**src/rtl/superpixel_mask_vote_assert.svh**
```systemverilog
// Assertion macros for the superpixel mask vote RTL.
`ifndef SUPERPIXEL_MASK_VOTE_ASSERT_SVH
`define SUPERPIXEL_MASK_VOTE_ASSERT_SVH

// Checks that a condition holds at every clock edge out of reset.
`define SVM_ASSERT(name, expr) \
	name: assert property (@(posedge clk) disable iff (!arst_n) (expr)) \
		else $error("superpixel_mask_vote assertion failed");

// Checks that a trigger is followed by a condition on the next edge.
`define SVM_ASSERT_NEXT(name, trig, expr) \
	name: assert property (@(posedge clk) disable iff (!arst_n) (trig) |=> (expr)) \
		else $error("superpixel_mask_vote assertion failed");

`endif

```
**src/rtl/svm_pkg.sv**
```systemverilog
// Types and constants shared by the superpixel mask vote block.
package svm_pkg;

	localparam int MAX_LABELS = 2048;
	localparam int LABEL_BITS = 11;
	localparam int COUNT_BITS = 21;
	localparam int SUM_BITS = COUNT_BITS + 1;
	localparam int PURITY_BITS = 4;
	localparam int PROD_BITS = SUM_BITS + PURITY_BITS;
	localparam int EPOCH_BITS = 8;
	localparam int MASK_BITS = 8;

	localparam logic [COUNT_BITS-1:0] COUNT_MAX = {COUNT_BITS{1'b1}};
	localparam logic [EPOCH_BITS-1:0] EPOCH_MAX = {EPOCH_BITS{1'b1}};
	localparam logic [EPOCH_BITS-1:0] EPOCH_FIRST = EPOCH_BITS'(1);
	localparam logic [LABEL_BITS-1:0] LAST_ADDR = LABEL_BITS'(MAX_LABELS - 1);
	localparam logic [PURITY_BITS-1:0] PURITY_RESET = PURITY_BITS'(9);
	localparam logic [PROD_BITS-1:0] VOTE_SCALE = PROD_BITS'(10);
	localparam logic [MASK_BITS-1:0] MASK_FG = MASK_BITS'(1);
	localparam logic [MASK_BITS-1:0] MASK_BG = MASK_BITS'(0);

	localparam logic KIND_COUNT = 1'b0;
	localparam logic KIND_RELABEL = 1'b1;

	typedef struct packed {
		logic kind;
		logic [LABEL_BITS-1:0] label;
		logic [MASK_BITS-1:0] mask_value;
		logic frame_end;
	} pix_t;

	typedef struct packed {
		logic [MASK_BITS-1:0] mask_out;
		logic last_out;
	} res_t;

	typedef struct packed {
		logic [EPOCH_BITS-1:0] epoch;
		logic [COUNT_BITS-1:0] fg;
		logic [COUNT_BITS-1:0] bg;
	} entry_t;

	typedef struct packed {
		logic valid;
		logic [COUNT_BITS-1:0] fg;
		logic [COUNT_BITS-1:0] bg;
		logic [MASK_BITS-1:0] mask;
		logic last;
	} vote_req_t;

endpackage

```
**src/rtl/svm_decide.sv**
```systemverilog
// Purity test stage and output register of the superpixel mask vote block.
module svm_decide (
	input  logic clk,
	input  logic arst_n,
	input  svm_pkg::vote_req_t req,
	input  logic [svm_pkg::PURITY_BITS-1:0] purity,
	output logic adv,
	output logic res_valid,
	input  logic res_stall,
	output svm_pkg::res_t res
);
	import svm_pkg::*;

	logic s2_valid_q;
	vote_req_t req_s2;
	logic out_valid_q;
	res_t out_q;
	logic [SUM_BITS-1:0] sum;
	logic [PROD_BITS-1:0] lim;
	logic [PROD_BITS-1:0] fg_scaled;
	logic [PROD_BITS-1:0] bg_scaled;
	res_t result;

	assign adv = !(out_valid_q && res_stall);

	always_comb begin
		sum = SUM_BITS'(req_s2.fg) + SUM_BITS'(req_s2.bg);
		lim = PROD_BITS'(purity) * PROD_BITS'(sum);
		fg_scaled = PROD_BITS'(req_s2.fg) * VOTE_SCALE;
		bg_scaled = PROD_BITS'(req_s2.bg) * VOTE_SCALE;
		result.last_out = req_s2.last;
		if (bg_scaled > lim) begin
			result.mask_out = MASK_BG;
		end else if (fg_scaled > lim) begin
			result.mask_out = MASK_FG;
		end else begin
			result.mask_out = req_s2.mask;
		end
	end

	always_ff @(posedge clk or negedge arst_n) begin
		if (!arst_n) begin
			s2_valid_q <= 1'b0;
			out_valid_q <= 1'b0;
		end else if (adv) begin
			s2_valid_q <= req.valid;
			out_valid_q <= s2_valid_q;
		end
	end

	always_ff @(posedge clk) begin
		if (adv) begin
			req_s2 <= req;
			out_q <= result;
		end
	end

	assign res_valid = out_valid_q;
	assign res = out_q;

endmodule

```
**config.mk**
```make
export PLATFORM = sky130hd
export DESIGN_NAME = svm_decide
export DESIGN_NICKNAME = d
export VERILOG_FILES = /design/src/rtl/superpixel_mask_vote_assert.svh /design/src/rtl/svm_pkg.sv /design/src/rtl/svm_decide.sv
export SDC_FILE = /design/constraint.sdc
export NUM_CORES = 1
export LEC_CHECK = 0
export BUFFER_PORTS_ARGS = -buffer_cell sky130_fd_sc_hd__buf_4
export CAP_MARGIN = 5
export CORE_MARGIN = 2
export CORE_UTILIZATION = 42
export CTS_CLUSTER_SIZE = 20
export DETAILED_ROUTE_END_ITERATION = 16
export PLACE_DENSITY = 0.72
export SKIP_LAST_GASP = 1
export SYNTH_ARGS = -nofsm -noshare
export SYNTH_HDL_FRONTEND = slang
export SYNTH_SLANG_ARGS = --single-unit
```
**constraint.sdc**
```tcl
create_clock -name clk -period 7.21 [get_ports clk]
set_input_delay 0.721 -clock clk [delete_from_list [all_inputs] [get_ports clk]]
set_output_delay 0.721 -clock clk [all_outputs]
set_load 0.005 [all_outputs]
```
==> flow_summary.yaml, run 1 <==
outcome:
  outcome: "finished, violations left"
  violations: "negative setup slack"
sta:
  rsz0062_at_grt: "yes"
  max_slew_margin_pct: 47.3
  setup_viol: 8
  hold_slack_ns: 0.158
  fin_crit_ns: 7.32
  drv_slew: 0
  hold_violations: 0
  worst_pin_slew_ns: 0.780
  timing.fmax_mhz: 137
  final.setup.worst_slack_ns: -0.112
  finClkSkew_ns: 0.00608
  tns_ns: -0.522
  min_period_over_period_pct: 102
grt:
  grt_usage_pct: 19.5
  grt-ovfl-total: 0
  grt_antenna_before_repair: 0
  grt_start_max_net_pins: 64
  grt_pass1_vias: 7979
  grt_pass1_wl_um: 37500
placed_design:
  place.port_buffers: 69
  pre_cts_slack_ns: -0.311
  hpwl_um: 18400
  place_congestion: 0.930
critical_path:
  critical_path_class: "register to register"
  cp_max_fo: 7
  crit_slowest_cell: "fa_1"
  cp.required_ns: 7.38
  worst_setup_path_end_kind: "register"
  cpPeakStageDelay_ns: 0.54
  crit_arrival_ns: 7.49
  cp-start-kind: "register"
synthesis:
  synth_edf_count: 60
  synth_nets: 1290
  ys_async_sr_fraction_pct: 3.23
  ys_seq_area_share_pct: 19.9
  synth_area_sq_mm: 0.00929
  ys_warn_count: 0
  syn_area_per_cell_sq_um: 9.10
  synth_ff_type: "edfxtp_1"
  syn_inst: 1021
  ys_ff_latch: 62
  synth_cell_type_count: 81
clock_network:
  cts-buffers-inserted: 9
  cts_buffer_depth: 2
  cts_tree: "yes"
  clk_latency_ns: 0.33
  htree_levels: 3
  clock_sinks: 62
  clk_pin_slew_ns: 0.06
  cts-root-buf: "clkbuf_16"
floorplan:
  die_area_sq_mm: 0.0233
  num_io_pins: 70
  die_w_um: 153
  rows: 54
  fp.coreArea_sq_mm: 0.0218
  start_util_pct: 42.7
  die_y_um: 153
route:
  first_pass_iters: 7
  post-route-drc-count: 0
  num_vias: 8077
  drt-initial-drc-count: 524
  vias_per_cell: 5.58
  ant_nets: 0
  wl_um: 23600
  wl_per_cell_um: 16.3
cells_and_area:
  final_util_pct: 52.9
  fin_nets: 1431
  syn2layout_area_growth_pct: 23.9
  final_cell_mix: "153 x ha_1, 141 x buf_4, 114 x inv_1"
  antenna_cells: 0
  mostFrequentLayoutCell: "ha_1"
  drive_gt1_share_pct: 22.8
hold_path:
  hp-class: "input port to async pin"
power:
  powerDensity_mw_per_mm2: 521
  p_leak_nw: 5.37
  ir_drop_mv: 0.234
  power_mw: 5.99
flow_run:
  max_cap_viol_count: 0
routing by layer:
metal | vias up | part of all wire, % | routed length, um | GRT usage, %
li1 | 3944 | - | - | -
met1 | 3861 | 47 | 11000 | 26.6
met2 | 225 | 47 | 11000 | 33.0
met3 | 47 | 4.1 | 958 | 1.54
met4 | 0 | 2.7 | 637 | 6.08
met5 | - | 0 | 0 | 0
metrics by stage:
stage | instances | instance area (sq um)
finish | 1447 | 11500
global route | 1447 | 11500
CTS | 1433 | 11000
detailed placement | 1410 | 10500
global placement | 1410 | 10500
floorplan | 1021 | 9290
cell usage after synthesis, drive strengths merged (5+ instances only):
cell | instances | area, sq um
edfxtp | 60 | 1800
nor3 | 14 | 75.1
nor4 | 5 | 37.5
nor2b | 16 | 100
a211oi | 20 | 173
a31oi | 10 | 68.8
a21o | 35 | 265
clkbuf | 11 | 41.3
or3 | 7 | 43.8
xnor2 | 48 | 420
o21ai | 44 | 224
o2111ai | 5 | 43.8
nand4 | 11 | 68.8
nor2 | 48 | 180
inv | 117 | 439
o21bai | 14 | 109
mux2i | 5 | 50.1
and3 | 9 | 56.3
a21oi | 72 | 375
a21boi | 5 | 37.5
nand2 | 65 | 244
xor2 | 23 | 201
ha | 167 | 2090
nand3 | 15 | 80.1
and2 | 54 | 338
fa | 43 | 861
o21a | 11 | 82.6
nand2b | 16 | 100
o211ai | 8 | 60.1
path summary, 6_finish.rpt:
check	startpoint	to	slack [ns]	cells past startpoint
worst min register to register	req_s2[0]$_DFFE_PN_	res[0]$_DFFE_PN_	0.43	0
worst max-delay path	req_s2[9]$_DFFE_PN_	res[8]$_SDFFCE_PP0N_	-0.11	33
max in group asynchronous	arst_n	res_valid$_DFFE_PN0N_	6.97	1
worst min-delay path	arst_n	s2_valid_q$_DFFE_PN0N_	0.16	1
min in group clk	req_s2[0]$_DFFE_PN_	res[0]$_DFFE_PN_	0.43	0
worst max register to register	req_s2[9]$_DFFE_PN_	res[8]$_SDFFCE_PP0N_	-0.11	33
final cells by class:
class | count | area (sq um)
fill | 1943 | 10200
multi-input combinational | 830 | 7450
sequential | 62 | 1850
timing repair buffer | 142 | 1080
inverter | 117 | 439
tap | 280 | 350
clock buffer | 11 | 253
clock inverter | 5 | 81.3
sequential cells by signal (all words and copies together), names as in the netlist:
register / count
res_valid: 1
s2_valid_q: 1
req_s2: 51
res: 9
where the power goes:
group | total, mW | switching [mW] | leakage, nW | internal, mW
Clock | 0.483 | 0.162 | 0.162 | 0.321
Combinational | 5.00 | 2.71 | 4.58 | 2.29
Sequential | 0.513 | 0.0395 | 0.631 | 0.473
Total | 5.99 | 2.91 | 5.37 | 3.08
cells by family (layout without fill, tap and decap cells):
| logic type | count (synthesis) | after routing | synth area share [%] |
|---|---|---|---|
| XOR/XNOR | 71 | 71 | 6.70 |
| AO/OA/AOI/OAI | 263 | 263 | 19.7 |
| flip-flops | 62 | 62 | 19.9 |
| multiplexers | 7 | 7 | 0.781 |
| adder cells (fa/ha/maj) | 212 | 212 | 32.0 |
| buffers and inverters | 129 | 275 | 5.23 |
| AND/OR/NAND/NOR | 277 | 277 | 15.7 |
what timing repair did:
| action | 4_1_cts | 5_1_grt |
|---|---|---|
| setup endpoints to repair | 8 | 8 |
| hold buffers | 0 | 0 |
| pin swaps | 13 | 46 |
| hold endpoints to repair | 0 | 0 |
| setup buffers | 7 | 14 |
| gates resized for setup | 19 | 76 |
critical path, delay by kind of cell, from the launching register on:
family | cells | cell delay [ns]
compound gates | 13 | 2.02
xor+xnor | 2 | 0.33
fa+ha+maj | 6 | 2.26
simple gates | 6 | 1.36
flops | 1 | 0.45
buf+inv | 6 | 0.72
No activity file was read; power rests on OpenSTA's default activity.
==> run 2, diff against run 1 <==
CTS_CLUSTER_DIAMETER = 80   (was unset)
SKIP_LAST_GASP = unset   (was 1)
==> flow_summary.yaml, run 2 (synthesized netlist as in run 1, its figures left out) <==
outcome:
  outcome: "finished, violations left"
  violations: "negative setup slack"
critical_path:
  ff2ff_setup_slack_ns: -0.11
  crit_slowest_cell: "fa_1"
  path_buf_inv: 6
  worst_r2r_endpoint: "res[8]$_SDFFCE_PP0N_"
  cp_max_fo: 7
  path_delay_family: "adder cells"
  cp.depth: 33
  cp-start-kind: "register"
  crit_arrival_ns: 7.49
  worst_r2r_path_depth: 33
  worst_setup_path_end_kind: "register"
  cpPeakStageDelay_ns: 0.54
  critical_path_class: "register to register"
  cp.required_ns: 7.38
  reg2reg_from: "req_s2[9]$_DFFE_PN_"
flow_run:
  max_cap_viol_count: 0
sta:
  worst_pin_slew_ns: 0.760
  final.setup.worst_slack_ns: -0.108
  timing.fmax_mhz: 137
  setup_viol: 8
  fin_crit_ns: 7.32
  tns_ns: -0.494
  hold_violations: 0
  drv_slew: 0
  max_slew_margin_pct: 48.7
  rsz0062_at_grt: "yes"
  finClkSkew_ns: 0.00741
  min_period_over_period_pct: 101
clock_network:
  cts_tree: "yes"
  cts_buffer_depth: 2
  cts-buffers-inserted: 9
  clock_sinks: 62
  cts-root-buf: "clkbuf_16"
  clk_pin_slew_ns: 0.06
  clk_latency_ns: 0.34
  htree_levels: 3
  cts_hold_buf: 0
floorplan:
  fp.coreArea_sq_mm: 0.0218
  die_area_sq_mm: 0.0233
  rows: 54
  die_w_um: 153
  die_y_um: 153
  num_io_pins: 70
  start_util_pct: 42.7
power:
  power_mw: 5.99
  ir_drop_mv: 0.234
  powerDensity_mw_per_mm2: 521
  p_leak_nw: 5.37
route:
  num_vias: 8072
  ant_nets: 0
  first_pass_iters: 5
  wl_um: 23600
  vias_per_cell: 5.58
  drt-initial-drc-count: 508
  wl_per_cell_um: 16.3
  post-route-drc-count: 0
cells_and_area:
  final_cell_mix: "153 x ha_1, 141 x buf_4, 114 x inv_1"
  mostFrequentLayoutCell: "ha_1"
  antenna_cells: 0
  final_cells: 1447
  largest_register_ffs: 51
  final_util_pct: 52.9
  drive_gt1_share_pct: 22.8
  multi_input_area_sq_mm: 0.00745
  nFillCells: 1943
  seq_area_sq_mm: 0.00185
  largest_register: "req_s2"
  fin_nets: 1431
  syn2layout_area_growth_pct: 23.9
grt:
  grt_start_max_net_pins: 64
  grt_usage_pct: 19.5
  grt_antenna_before_repair: 0
  grt_pass1_wl_um: 37500
  grt_pass1_vias: 7979
  grt-ovfl-total: 0
placed_design:
  hpwl_um: 18400
  dp_cells: 1410
  place.port_buffers: 69
  place_congestion: 0.930
hold_path:
  hp-class: "input port to async pin"
-- run 2: cell counts in the layout (fill, tap and decap cells not counted) --
Identical to the previous run, type by type.
-- run 2: stage by stage --
stage          hold WS [ns]  cell area [sq um]  setup slack, ns
2_1_floorplan         0.400               9290           0.0673
3_3_place_gp          0.402              10500           -0.106
3_5_place_dp          0.422              10500           -0.311
4_1_cts               0.152              11000        0.0000719
5_1_grt               0.153              11500           -0.470
6_report              0.157              11500           -0.108
-- run 2: how the worst max path moves through the flow --
| stage | endpoint | slack (ns) | from |
|---|---|---|---|
| finish | res[8]$_SDFFCE_PP0N_ | -0.11 | req_s2[9]$_DFFE_PN_ |
| global route | res[8]$_SDFFCE_PP0N_ | -0.47 | req_s2[9]$_DFFE_PN_ |
| CTS | res[5]$_SDFFCE_PP0N_ | 0.00007 | req_s2[31]$_DFFE_PN_ |
| detailed placement | res[2]$_SDFFCE_PP0N_ | -0.31 | req_s2[30]$_DFFE_PN_ |
| global placement | res[5]$_SDFFCE_PP0N_ | -0.11 | req_s2[30]$_DFFE_PN_ |
| floorplan | res[2]$_SDFFCE_PP0N_ | 0.07 | req_s2[30]$_DFFE_PN_ |
-- run 2: final cells by class --
class | count | area share [%]
clock buffer | 11 | 2.20
clock inverter | 5 | 0.707
inverter | 117 | 3.82
multi-input combinational | 830 | 64.8
sequential | 62 | 16.1
tap | 280 | 3.04
timing repair buffer | 142 | 9.37
-- run 2: timing repair --
action | CTS | global route
buffers inserted | 7 | 14
pin swaps | 13 | 47
resized for setup | 19 | 76
setup endpoints to repair | 8 | 8
endpoints found under the hold margin | 0 | 0
-- run 2: power breakdown --
group,switching (mW),total (mW),internal (mW)
Clock,0.163,0.484,0.321
Sequential,0.0397,0.513,0.473
Combinational,2.71,5.00,2.29
Total,2.91,5.99,3.08
-- run 2: layer usage --
metal,wire [um],global-route usage [%],vias to the layer above
met2,11100,33.0,220
met1,11000,26.6,3861
met5,0,0,-
li1,-,-,3943
met3,937,1.54,48
met4,646,6.08,0
-- run 2: worst reg2reg max path: cells and delay by family (launching register included) --
kind,cells,cell delay [ns]
AND/OR/NAND/NOR,6,1.37
XOR/XNOR,2,0.33
buffers and inverters,6,0.72
AO/OA/AOI/OAI,13,2.02
adder cells (fa/ha/maj),6,2.26
flip-flops,1,0.45
